<file path="src/rtl/wbvs_pkg.sv">
// ----------------------------------------------------------------------------
// wbvs_pkg
// Shared widths, codes, control structs and helpers for the windowed band
// volume sum block.
// ----------------------------------------------------------------------------
package wbvs_pkg;

  localparam int PRICE_W    = 32;
  localparam int VOL_W      = 32;
  localparam int WIDX_W     = 5;
  localparam int WEIGHT_W   = 16;
  localparam int UFRAC_W    = 16;
  localparam int LFRAC_W    = 17;
  localparam int WLEN_W     = 6;
  localparam int SUM_W      = 38;
  localparam int DELTA_W    = 39;
  localparam int PROD_W     = VOL_W + WEIGHT_W;
  localparam int BAND_W     = PRICE_W + LFRAC_W;
  localparam int ACC_EXT_W  = 56;
  localparam int CFG_IDX_W  = 2;
  localparam int CFG_DATA_W = 17;
  localparam int CNT9_W     = 9;

  // 1.0 in Q1.16
  localparam logic [LFRAC_W-1:0] ONE_Q16 = 17'h10000;

  typedef enum logic [0:0] {
    OP_FRAME  = 1'b0,
    OP_WEIGHT = 1'b1
  } op_e;

  typedef enum logic [CFG_IDX_W-1:0] {
    CFG_WINDOW_LENGTH  = 2'd0,
    CFG_UPPER_FRACTION = 2'd1,
    CFG_LOWER_FRACTION = 2'd2
  } cfg_idx_e;

  typedef struct packed {
    logic [PRICE_W-1:0] price;
    logic [VOL_W-1:0]   total;
    logic [VOL_W-1:0]   sell;
    logic [VOL_W-1:0]   buy;
  } frame_t;

  typedef struct packed {
    logic store_frame;
    logic write_weight;
    logic init_scan;
    logic band_hi;
    logic issue;
    logic load_result;
  } cmd_t;

  typedef struct packed {
    logic window_ready;
    logic len_zero;
    logic scan_last;
    logic pipe_busy;
  } status_t;

  // drop the 16 fraction bits, clamp to the output range
  function automatic logic [SUM_W-1:0] sat_sum(input logic [ACC_EXT_W-1:0] acc);
    logic [ACC_EXT_W-17:0] s;
    s = acc[ACC_EXT_W-1:16];
    if (|s[ACC_EXT_W-17:SUM_W]) begin
      return '1;
    end
    return s[SUM_W-1:0];
  endfunction

endpackage

</file>
<file path="src/rtl/wbvs_ctrl.sv">
// ----------------------------------------------------------------------------
// wbvs_ctrl
// Sequencer: takes items, runs band setup, window scan and drain, and owns
// the result valid flag.
// ----------------------------------------------------------------------------
module wbvs_ctrl import wbvs_pkg::*; (
  input  logic       clk_i,
  input  logic       rst_ni,
  input  logic       in_valid_i,
  input  logic [0:0] in_op_i,
  output logic       in_ready_o,
  output logic       out_valid_o,
  input  logic       out_ready_i,
  input  status_t    status_i,
  output cmd_t       cmd_o
);

  typedef enum logic [2:0] {
    ST_IDLE,
    ST_CHECK,
    ST_BAND_HI,
    ST_SCAN,
    ST_DRAIN,
    ST_DONE
  } state_e;

  state_e state_q;
  logic   out_valid_q;

  assign in_ready_o  = (state_q == ST_IDLE);
  assign out_valid_o = out_valid_q;

  always_comb begin
    cmd_o = '0;
    case (state_q)
      ST_IDLE: begin
        if (in_valid_i) begin
          if (in_op_i == OP_WEIGHT) begin
            cmd_o.write_weight = 1'b1;
          end else begin
            cmd_o.store_frame = 1'b1;
          end
        end
      end
      ST_CHECK:   cmd_o.init_scan = status_i.window_ready;
      ST_BAND_HI: cmd_o.band_hi = 1'b1;
      ST_SCAN:    cmd_o.issue = 1'b1;
      ST_DONE:    cmd_o.load_result = !out_valid_q || out_ready_i;
      default: ;
    endcase
  end

  always_ff @(posedge clk_i or negedge rst_ni) begin
    if (!rst_ni) begin
      state_q     <= ST_IDLE;
      out_valid_q <= 1'b0;
    end else begin
      if (cmd_o.load_result) begin
        out_valid_q <= 1'b1;
      end else if (out_ready_i) begin
        out_valid_q <= 1'b0;
      end
      case (state_q)
        ST_IDLE: begin
          if (cmd_o.store_frame) begin
            state_q <= ST_CHECK;
          end
        end
        ST_CHECK:   state_q <= status_i.window_ready ? ST_BAND_HI : ST_IDLE;
        ST_BAND_HI: state_q <= status_i.len_zero ? ST_DRAIN : ST_SCAN;
        ST_SCAN: begin
          if (status_i.scan_last) begin
            state_q <= ST_DRAIN;
          end
        end
        ST_DRAIN: begin
          if (!status_i.pipe_busy) begin
            state_q <= ST_DONE;
          end
        end
        ST_DONE: begin
          if (cmd_o.load_result) begin
            state_q <= ST_IDLE;
          end
        end
        default: state_q <= ST_IDLE;
      endcase
    end
  end

`ifndef SYNTHESIS
  a_valid_from_done: assert property (@(posedge clk_i) disable iff (!rst_ni)
    $rose(out_valid_q) |-> $past(state_q == ST_DONE))
    else $error("result valid rose outside the done state");

  a_result_held: assert property (@(posedge clk_i) disable iff (!rst_ni)
    out_valid_q && !out_ready_i |=> out_valid_q)
    else $error("pending result dropped");

  a_scan_ends: assert property (@(posedge clk_i) disable iff (!rst_ni)
    (state_q == ST_SCAN) && status_i.scan_last |=> state_q == ST_DRAIN)
    else $error("scan did not end after the last entry");
`endif

endmodule

</file>
<file path="config.mk">
export PLATFORM = sky130hd
export DESIGN_NAME = wbvs_ctrl
export DESIGN_NICKNAME = d
export VERILOG_FILES = /design/src/rtl/wbvs_pkg.sv /design/src/rtl/wbvs_ctrl.sv
export SDC_FILE = /design/constraint.sdc
export NUM_CORES = 1
export LEC_CHECK = 0
export BUFFER_PORTS_ARGS = -buffer_cell sky130_fd_sc_hd__buf_2
export CORE_AREA = 4 4 41 43
export CTS_BUF_LIST = sky130_fd_sc_hd__clkbuf_4 sky130_fd_sc_hd__clkbuf_8 sky130_fd_sc_hd__clkbuf_16
export DETAILED_ROUTE_END_ITERATION = 10
export DIE_AREA = 0 0 45 47
export HOLD_SLACK_MARGIN = 0.02
export PLACE_DENSITY = 0.49
export SKIP_CTS_REPAIR_TIMING = 1
export SYNTH_ARGS = -nofsm -noshare
export SYNTH_HDL_FRONTEND = slang
export SYNTH_SLANG_ARGS = --single-unit
</file>
<file path="constraint.sdc">
create_clock -name clk_i -period 1.1 [get_ports clk_i]
set_input_delay 0.165 -clock clk_i [delete_from_list [all_inputs] [get_ports clk_i]]
set_output_delay 0.165 -clock clk_i [all_outputs]
set_load 0.05 [all_outputs]
</file>
### Word-level counts from Yosys, hierarchy flattened

Cells that the tools add are included.

| word-level totals | value |
|---|---|
| register bits | 4 |
| input bits | 9 |
| output and inout port bits | 8 |
| word-level logic and storage cells | 33 |

| cells by class | value |
|---|---|
| equal/unequal tests | 9 |
| multiplexer cells | 17 |
| reduce and logical (&&, ||, !) cells | 5 |

Operator list:

| kind | number |
|---|---|
| one-hot mux 3 bit (6 select lines) | 1 |
| two-way mux 3 bit | 5 |
| two-way mux 1 bit | 8 |
| equality test 3 x 2 -> 1 bit (second input constant) | 2 |
| equality test 3 bit (second input constant) | 2 |
| two-way mux 2 bit | 3 |
| inequality test 2 bit (second input constant) | 3 |
| AND reduction 4 bit | 1 |
| equality test 3 x 1 -> 1 bit (second input constant) | 1 |
| logical NOT 3 bit | 1 |
| inequality test 2 x 1 -> 1 bit (second input constant) | 1 |
| nonzero test 2 bit | 1 |
| logical NOT 1 bit | 1 |
| logical OR 1 bit | 1 |

### Longest topological paths before layout

Gate-level depths: netlist (run 1).

| depth | value |
|---|---|
| depth after elaboration | 5 |
| depth in mapped cells | 4 |
| gate-level depth less buffers | 3 |

### Worst setup path after synthesis (run 1)

No wires, ideal clock.

| timing | value |
|---|---|
| path kind | flip-flop to output port |
| start point | register state_q[2] |
| end point | output cmd_o[5] in the netlist's numbering |
| arrival | 1.996 ns |
| data required time | 0.935 ns |
| path slack | -1.061 ns |
| cell stages (with the launch flop) | 5 |
| buffers on the path | 1 |
| path through | dfrtp_1 > buf_6 > nor3_2 > nand2_1 > nor2_1 |

RTL lines:

| item | line | source |
|---|---|---|
| start: declaration | wbvs_ctrl.sv:27 | `state_e state_q;` |
| start signal: assignment | wbvs_ctrl.sv:69 | `ST_CHECK: state_q <= status_i.window_ready ? ST_BAND_HI : ST_IDLE;` |
| start signal: assignment | wbvs_ctrl.sv:70 | `ST_BAND_HI: state_q <= status_i.len_zero ? ST_DRAIN : ST_SCAN;` |
| end: declaration | wbvs_ctrl.sv:15 | `output cmd_t cmd_o` |

==> results of run 1 <==
==> stage by stage <==
| step | std cells | TNS (ps) | util | total power, W |
|---|---|---|---|---|
| after detailed placement | 68 | -1180 | 0.372 | 0.00135 |
| after floorplan | 33 | -1940 | - | 0.00114 |
| after global routing | 77 | -2800 | 0.489 | 0.00203 |
| after global placement | 68 | -1170 | 0.372 | 0.00136 |
| final | 77 | -2280 | 0.489 | 0.00191 |
| after CTS | 72 | -3080 | 0.395 | 0.00160 |
==> layer usage <==
metal,share of wire,GRT usage,up-vias
li1,-,-,178
met5,0,0,-
met3,0.064,0.0345,3
met4,0.025,0.0702,0
met1,0.40,0.122,168
met2,0.51,0.150,13
==> path summary, 6_finish.rpt <==
path,start,end,slack (ps),cells after the start
setup reg to reg,state_q[1],state_q[0],-220,4
hold reg to reg,out_valid_o,out_valid_o,660,3
min in group asynchronous,rst_ni,out_valid_o,250,2
hold / removal,status_i[1],state_q[1],240,3
max in group asynchronous,rst_ni,state_q[1],700,2
setup / recovery,state_q[1],cmd_o[4],-320,3
==> cell type report <==
cell class                      instances  area share
Sequential cell                         4       0.163
Timing Repair Buffer                   28       0.358
Tap cell                               15      0.0295
Inverter                                2      0.0118
Clock buffer                            4      0.0472
Multi-Input combinational cell         24       0.391
==> state kept, by name, indices dropped and copies added (netlist names) <==
name / cells
state_q: 3
out_valid_o: 1
==> synthesized netlist by cell type (all sizes together) <==
master	number	share of area
a311oi	1	0.029
and3	1	0.021
inv	2	0.025
nor3	2	0.049
nor4b	1	0.029
mux2	1	0.037
a21oi	1	0.016
o21ai	2	0.033
nor2	2	0.025
dfrtp	4	0.33
o41a	1	0.037
o221ai	1	0.029
nand2	2	0.025
buf	3	0.090
nand2b	4	0.11
nor3b	4	0.098
a21o	1	0.025
==> power by group <==
part / leakage [nW] / total [W] / switching (W) / internal, W
Combinational: 0.221 / 0.00136 / 0.000731 / 0.000629
Sequential: 0.0474 / 0.000309 / 0.0000901 / 0.000219
Clock: 0.0184 / 0.000245 / 0.0000828 / 0.000162
==> worst reg2reg max path, delay by kind of cell, from the launching register on <==
kind	cells	cell delay, ps
flops	1	440
compound gates	1	310
buf+inv	2	300
simple gates	1	150
==> cells by family after synthesis <==
logic type             Yosys count  synth area share
AOI/OAI and AO/OA                7             0.168
and+or+nand+nor                 16             0.352
muxes                            1            0.0369
buffers and inverters            5             0.115
DFF                              4             0.328
==> key figures, run 1 <==
Setup path
  – Slowest stage delay, CP: between 400 and 500 ps
  – Delay-heaviest family, CP: flip-flops
  – Startpoint types: flop
  – Cells along the critical path: nor3_4, and3_4, buf_8
  – Critical path class: reg2out
  – Critical Path Fanout Max: 5
  – Slowest CP cell: dfrtp_2
  – CP endpoint kind: primary output
  – WP buf/inv: 1
  – WP data required: ~940 ps
  – Crit path arrival time: 1260 ps

Floorplanning
  – Io pins: 17
  – Core area: roughly 1300 um^2
  – Chip Height: between 40 and 50 um
  – Width of the die: between 40 and 50 um
  – Initial Util: 0.235
  – Row cnt: 13
  – Die Area: between 2000 and 2500 um^2

Clock network
  – Clock Path Buffers: 2
  – Worst-path clk slew: approximately 40 ps
  – CTS Buf Count: 3
  – CTS tree: built
  – CTS root buf: clkbuf_4
  – Htree depth: 1
  – CTS sink count: 4
  – Worst skew pair latency: approximately 250 ps

Status
  – Status: finished, violations left
  – Violated checks: setup timing

Synth
  – Yosys cell types: 21
  – Yosys reg bits: 4
  – Syn Std Cell Area: a little over 300 um^2
  – Net Count, Synth: 42
  – Syn Area/Cell: a little over 9 um^2
  – YS warnings: 0
  – Cells after Synth: 33
  – Sequential-to-total area share from yosys stat: 0.328

STA
  – Tmin final: approximately 1400 ps
  – Max-slew violation count: 0
  – Fmax: just over 700 MHz
  – Final worst slack: -321 ps
  – Skew final: ~6.6 ps
  – Worst hold margin: around 240 ps
  – Final Setup Violations: 9
  – RSZ-0062 raised after global routing: true
  – Hold Fails Final Rpt: 0
  – Max-slew headroom: 0.812
  – Period utilization: 1.29
  – Slew @ Worst Pin: between 200 and 300 ps

Detailed routing
  – Via density: between 4 and 5
  – First drt pass iteration count: 3
  – Per-cell routed wire length: 12.1 um
  – Post-route DRC: 0
  – Drt total wl: between 900 and 1000 um
  – Post-route antenna net violation count: 0
  – Vias: around 360
  – Iteration-0 DRC Markers: 4

Hold path
  – HP Class: in2reg

Pwr
  – Pleak: 0.287 nW
  – Pwr Density: roughly 3000 nW/um^2
  – Peak supply drop: between 1000 and 1500 uV

Global route
  – GRT Util Overall: 0.101
  – Vias in the first global route: between 300 and 400
  – Largest net degree at the start of global routing: 8
  – Initial antenna violation count: 0
  – First-pass GRT wire length: 1460 um
  – Gr ovfl total: 0

Final layout
  – Diode count: 0
  – Commonest non-fill, non-tap cell in the layout: buf_4
  – Most frequent cells in the layout: 11 x buf_4, 9 x buf_2, 4 x clkbuf_4, 4 x buf_6
  – Fillcell total: roughly 140
  – Area grow syn2layout: 109%
  – Fin nets: 72
  – Fin area: 637 um^2
  – Layout cell share with drive strength beyond 1: 0.742
  – Multi-input logic area: roughly 250 um^2
  – Sequential cell area: between 100 and 150 um^2

Placed design
  – GP Congestion: ~0.74
  – DP Area: about 480 um^2
  – Pre-CTS setup slack: -190 ps
  – Port bufs: 16
  – DP HPWL: about 630 um

Job
  – Max Cap Viol: 0
(Power assumes the default switching activity.)
==> run 2: changes to the inputs <==
BUFFER_PORTS_ARGS = default   (was -buffer_cell sky130_fd_sc_hd__buf_2)
DONT_BUFFER_PORTS = 1   (was default)
PLACE_DENSITY = 0.37   (was 0.49)
==> run 2 against run 1 <==
Net effect: the flow still finishes with violations (setup timing); first-iteration DRC count is 50% lower; clock skew is 2.6 ps lower; routed wire length is 5.8% lower; sequential power is 12% higher; sequential share of layout area is 0.77 points higher; clock power is 6% lower; total power is 2.4% higher; count of clock-buffer cells in the layout stayed put; critical path type unchanged.
==> key figures, run 2 (same netlist as run 1, synthesis figures left out) <==
Placed design
  – Pre-CTS setup slack: -162 ps (+27.9 ps)
  – DP HPWL: 651 um (+3.3%)
  – GP Congestion: 0.819 (+11%)
  – Port bufs: 0 (-16)
  – DP Area: 514 um^2 (+6.2%)

STA
  – Max-slew headroom: 0.810 (-0.00230)
  – RSZ-0062 raised after global routing: true
  – Fmax: 684 MHz (-2.9%)
  – Skew final: 3.96 ps (-2.64 ps)
  – Hold Fails Final Rpt: 0 (unchanged)
  – Tmin final: 1460 ps (+41.8 ps)
  – Final setup TNS: -2300 ps (-23.6 ps)
  – Worst hold margin: 129 ps (-108 ps)
  – Slew @ Worst Pin: 281 ps (+3.41 ps)
  – Final worst slack: -363 ps (-41.8 ps)
  – Period utilization: 1.33 (+0.0380)
  – Final Setup Violations: 8 (-1)
  – Max-slew violation count: 0 (unchanged)

Final layout
  – Number of flip-flops in the largest register: 3 (unchanged)
  – Fin nets: 62 (-14%)
  – Sequential cell area: 105 um^2 (+1.2%)
  – Commonest non-fill, non-tap cell in the layout: buf_4
  – Layout cell share with drive strength beyond 1: 0.712 (-0.0304)
  – Most frequent cells in the layout: 9 x buf_4, 4 x clkbuf_4, 4 x dfrtp_2, 4 x buf_12, 3 x buf_6
  – Fillcell total: 133 (-7.0%)
  – Diode count: 0 (unchanged)
  – Area grow syn2layout: 102%
  – Top reg by flops: state_q
  – Multi-input logic area: 248 um^2 (-0.50%)
  – Fin area: 616 um^2 (-3.3%)

Pwr
  – Peak supply drop: 1340 uV (-4.9%)
  – Pwr Density: 3180 nW/um^2 (+5.9%)
  – Pleak: 0.252 nW (-12%)

Detailed routing
  – Post-route DRC: 0 (unchanged)
  – Iteration-0 DRC Markers: 2 (-2)
  – First drt pass iteration count: 3 (unchanged)
  – Per-cell routed wire length: 13.0 um (+8.2%)
  – Post-route antenna net violation count: 0 (unchanged)
  – Drt total wl: 874 um (-5.8%)
  – Via density: 4.84 (+2.9%)
  – Vias: 324 (-10%)

Status
  – Violated checks: setup timing
  – Status: finished, violations left

Floorplanning
  – Io pins: 17 (unchanged)
  – Initial Util: 0.235 (unchanged)
  – Width of the die: 45 um (unchanged)
  – Chip Height: 47 um (unchanged)
  – Die Area: 2120 um^2 (unchanged)
  – Core area: 1300 um^2 (unchanged)
  – Row cnt: 13 (unchanged)

Setup path
  – CP endpoint kind: primary output
  – Critical path class: reg2out
  – Critical Path Fanout Max: 6 (+1)
  – Crit path arrival time: 1300 ps (+40 ps)
  – WP data required: 940 ps (about the same)
  – Startpoint types: flop

Global route
  – Initial antenna violation count: 0 (unchanged)
  – Gr busiest metal: met2
  – Grt met3 use: 0.0115 (-0.0230)
  – Largest net degree at the start of global routing: 9 (+1)
  – Met2 Usage GRT: 0.124 (-0.0254)
  – First-pass GRT wire length: 1270 um (-13%)
  – GRT Util Overall: 0.0850 (-0.0156)
  – Gr ovfl total: 0 (unchanged)
  – Vias in the first global route: 310 (-8.6%)
  – M1 GR Usage: 0.104 (-0.0176)

Clock network
  – Clock Path Buffers: 2 (unchanged)
  – Worst skew pair latency: 240 ps (about the same)
  – Worst-path clk slew: 40 ps (about the same)
  – CTS sink count: 4 (unchanged)
  – CTS Buf Count: 3 (unchanged)
  – CTS root buf: clkbuf_4
  – CTS tree: built
  – Htree depth: 1 (unchanged)

Hold path
  – HP Class: in2reg

Job
  – Max Cap Viol: 0 (unchanged)
==> run 2: cell count changes in the layout (fill, tap and decap cells not counted), sizes merged <==
cell	before	now
buf	27	17
==> run 2: stage by stage <==
| stage | total power (W) | std cells | utilization |
|---|---|---|---|
| final | 0.00196 | 67 | 0.473 |
| after global routing | 0.00207 | 67 | 0.473 |
| after CTS | 0.00174 | 64 | 0.418 |
| after detailed placement | 0.00151 | 60 | 0.395 |
| after global placement | 0.00151 | 60 | 0.395 |
| after floorplan | 0.00114 | 33 | - |
==> run 2: path summary, 6_finish.rpt <==
kind	from	endpoint	slack [ps]	cells after the start
max	state_q[2]	cmd_o[5]	-360	4
min	status_i[3]	state_q[1]	130	2
max reg2reg	state_q[1]	state_q[0]	-30	3
min reg2reg	out_valid_o	out_valid_o	680	3
max in group asynchronous	rst_ni	state_q[2]	730	1
min in group asynchronous	rst_ni	out_valid_o	190	1
==> run 2: power breakdown <==
group          leakage, nW  switching [W]  internal [W]  total (W)
clock network       0.0184      0.0000700      0.000161   0.000231
registers           0.0463       0.000124      0.000222   0.000346
logic                0.187       0.000697      0.000684    0.00138
total                0.252       0.000891       0.00107    0.00196
==> run 2: area by class of cell <==
| class | instances | area share |
|---|---|---|
| Multi-Input combinational cell | 24 | 0.402 |
| Timing Repair Buffer | 18 | 0.335 |
| Sequential cell | 4 | 0.171 |
| Clock buffer | 4 | 0.0488 |
| Tap cell | 15 | 0.0305 |
| Inverter | 2 | 0.0122 |
==> run 2: per-layer routing <==
metal / vias to the layer above / wire, um
met5: - / 0
met4: 0 / 19
met3: 2 / 47
met2: 14 / 437
met1: 152 / 371
li1: 156 / -
==> run 2: worst max-delay path, stage by stage, from the launching register on <==
cell,delay (ps)
dfrtp_2,470
nor3_4,250
nand2_2,90
nor2_4,100
buf_12,140
==> run 3: changes to the inputs <==
CORE_AREA = 2 2 39 41   (was 4 4 41 43)
DIE_AREA = 0 0 41 43   (was 0 0 45 47)
==> run 3 against run 2 <==
Net effect: the flow still finishes with violations (setup timing); non-clock buffer count fell by 1; combinational power fell by 12%; setup slack improved by 12 ps; total power fell by 8.9%; sequential power fell by 5%; critical path depth did not move; global-route usage rose by 3.2 points; design area fell by 5.7%; sequential cell count did not move; die area fell by 17%; critical path type unchanged; largest cell class unchanged.
==> key figures, run 3 (same netlist as run 1, synthesis figures left out) <==
Placed design
  – DP Area: 480 um^2 (-6.6%)
  – Post-placement cell count: 58 (-3.3%)
  – GP Congestion: 0.708 (-14%)
  – Port bufs: 0 (unchanged)
  – DP HPWL: 623 um (-4.3%)

Final layout
  – Layout cell share with drive strength beyond 1: 0.686 (-0.0253)
  – Commonest non-fill, non-tap cell in the layout: buf_4
  – Diode count: 0 (unchanged)
  – Most frequent cells in the layout: 11 x buf_4, 4 x clkbuf_4, 3 x dfrtp_2, 3 x buf_12
  – Number of flip-flops in the largest register: 3 (unchanged)
  – Fin area: 581 um^2 (-5.7%)
  – Area grow syn2layout: 90.2%
  – Fillcell total: 141 (+6.0%)
  – Fin nets: 61 (-1.6%)
  – Final std cells w/o fill: 67 (unchanged)
  – Top reg by flops: state_q

Clock network
  – CTS root buf: clkbuf_4
  – Htree depth: 1 (unchanged)
  – CTS sink count: 4 (unchanged)
  – CTS tree: built
  – Worst-path clk slew: 40 ps (about the same)
  – Clock Path Buffers: 2 (unchanged)
  – Worst skew pair latency: 240 ps (about the same)
  – CTS Buf Count: 3 (unchanged)

Floorplanning
  – Core area: 1380 um^2 (+6.3%)
  – Io pins: 17 (unchanged)
  – Width of the die: 41 um (-8.9%)
  – Die Area: 1760 um^2 (-17%)
  – Row cnt: 14 (+1)
  – Initial Util: 0.221 (-0.0140)
  – Chip Height: 43 um (-8.5%)

Status
  – Status: finished, violations left
  – Violated checks: setup timing

Detailed routing
  – Highest routed layer: met4
  – Met3 WL: 59 um (+26%)
  – Met2 routed WL: 407 um (-6.9%)
  – Iteration-0 DRC Markers: 9 (+7)
  – Post-route antenna net violation count: 0 (unchanged)
  – Drt total wl: 844 um (-3.4%)
  – First drt pass iteration count: 3 (unchanged)
  – Met1 WL: 357 um (-3.8%)
  – Vias: 310 (-4.3%)
  – Post-route DRC: 0 (unchanged)
  – Per-cell routed wire length: 12.6 um (-3.4%)
  – Via density: 4.63 (-4.3%)

Global route
  – Initial antenna violation count: 0 (unchanged)
  – GRT Util Overall: 0.117 (+0.0318)
  – First-pass GRT wire length: 1250 um (-1.7%)
  – Largest net degree at the start of global routing: 9 (unchanged)
  – Vias in the first global route: 288 (-7.1%)
  – Gr ovfl total: 0 (unchanged)

STA
  – Final worst slack: -351 ps (+11.9 ps)
  – Tmin final: 1450 ps (-11.9 ps)
  – RSZ-0062 raised after global routing: true
  – Worst hold margin: 121 ps (-8.80 ps)
  – Skew final: 1.65 ps (-2.32 ps)
  – Slew @ Worst Pin: 241 ps (-40.0 ps)
  – Final Setup Violations: 9 (+1)
  – Fmax: 689 MHz (+0.82%)
  – Max-slew headroom: 0.839 (+0.0291)
  – Max-slew violation count: 0 (unchanged)
  – Period utilization: 1.32 (-0.0108)
  – Hold Fails Final Rpt: 0 (unchanged)

Job
  – Max Cap Viol: 0 (unchanged)

Setup path
  – CP startpoint: state_q[2]
  – Critical path class: reg2out
  – Critical Path Fanout Max: 7 (+1)
  – CP endpoint kind: primary output
  – Startpoint types: flop
  – Crit path arrival time: 1290 ps (about the same)
  – WP data required: 940 ps (about the same)
  – Crit Reg-Reg Startpoint: state_q[1]

Pwr
  – Pleak: 0.238 nW (-5.3%)
  – Final Power: 0.00178 W (-8.9%)
  – Peak supply drop: 1720 uV (+28%)
  – Pwr Density: 3070 nW/um^2 (-3.4%)

Hold path
  – Hold Crit Start: status_i[3]
  – HP Class: in2reg
run 3: cell types whose count changed in the layout (fill, tap and decap cells not counted), sizes merged:
cell / delta
buf: -1
run 3: stage by stage:
stage / setup WS [ps] / setup TNS, ps / util
after floorplan: -503 / -1940 / -
after global placement: -143 / -974 / 0.347
after detailed placement: -160 / -1110 / 0.347
after CTS: -423 / -2970 / 0.369
after global routing: -414 / -2840 / 0.420
final: -351 / -2360 / 0.420
run 3: layer usage:
layer | global-route usage | up-vias
li1 | - | 155
met1 | 0.133 | 139
met2 | 0.150 | 14
met3 | 0.0471 | 2
met4 | 0.120 | 0
met5 | 0 | -
run 3: final timing paths:
check,end,slack [ps],cells past startpoint
max in group asynchronous,out_valid_o,700,1
min in group asynchronous,state_q[1],210,1
hold reg to reg,out_valid_o,660,3
setup reg to reg,state_q[0],-100,4
hold / removal,state_q[1],120,2
setup / recovery,cmd_o[5],-350,4
run 3: layout make-up:
cell class | count | area (um^2) | share of cell area
timing repair buffer | 17 | 175 | 0.302
tap | 16 | 20.0 | 0.0345
inverter | 2 | 7.51 | 0.0129
multi-input combinational | 24 | 244 | 0.420
sequential | 4 | 104 | 0.179
clock buffer | 4 | 30.0 | 0.0517
run 3: critical path, stage by stage, from the launching register on:
cell	delay (ps)
dfrtp_2	470
nor3_4	250
nand2_2	90
nor2_4	100
buf_12	140
run 3: where the power goes:
group | total (W) | internal [W] | leakage, nW | switching [W]
registers | 0.000330 | 0.000219 | 0.0474 | 0.000111
clock network | 0.000235 | 0.000162 | 0.0184 | 0.0000734
logic | 0.00122 | 0.000555 | 0.172 | 0.000665
total | 0.00178 | 0.000935 | 0.238 | 0.000849
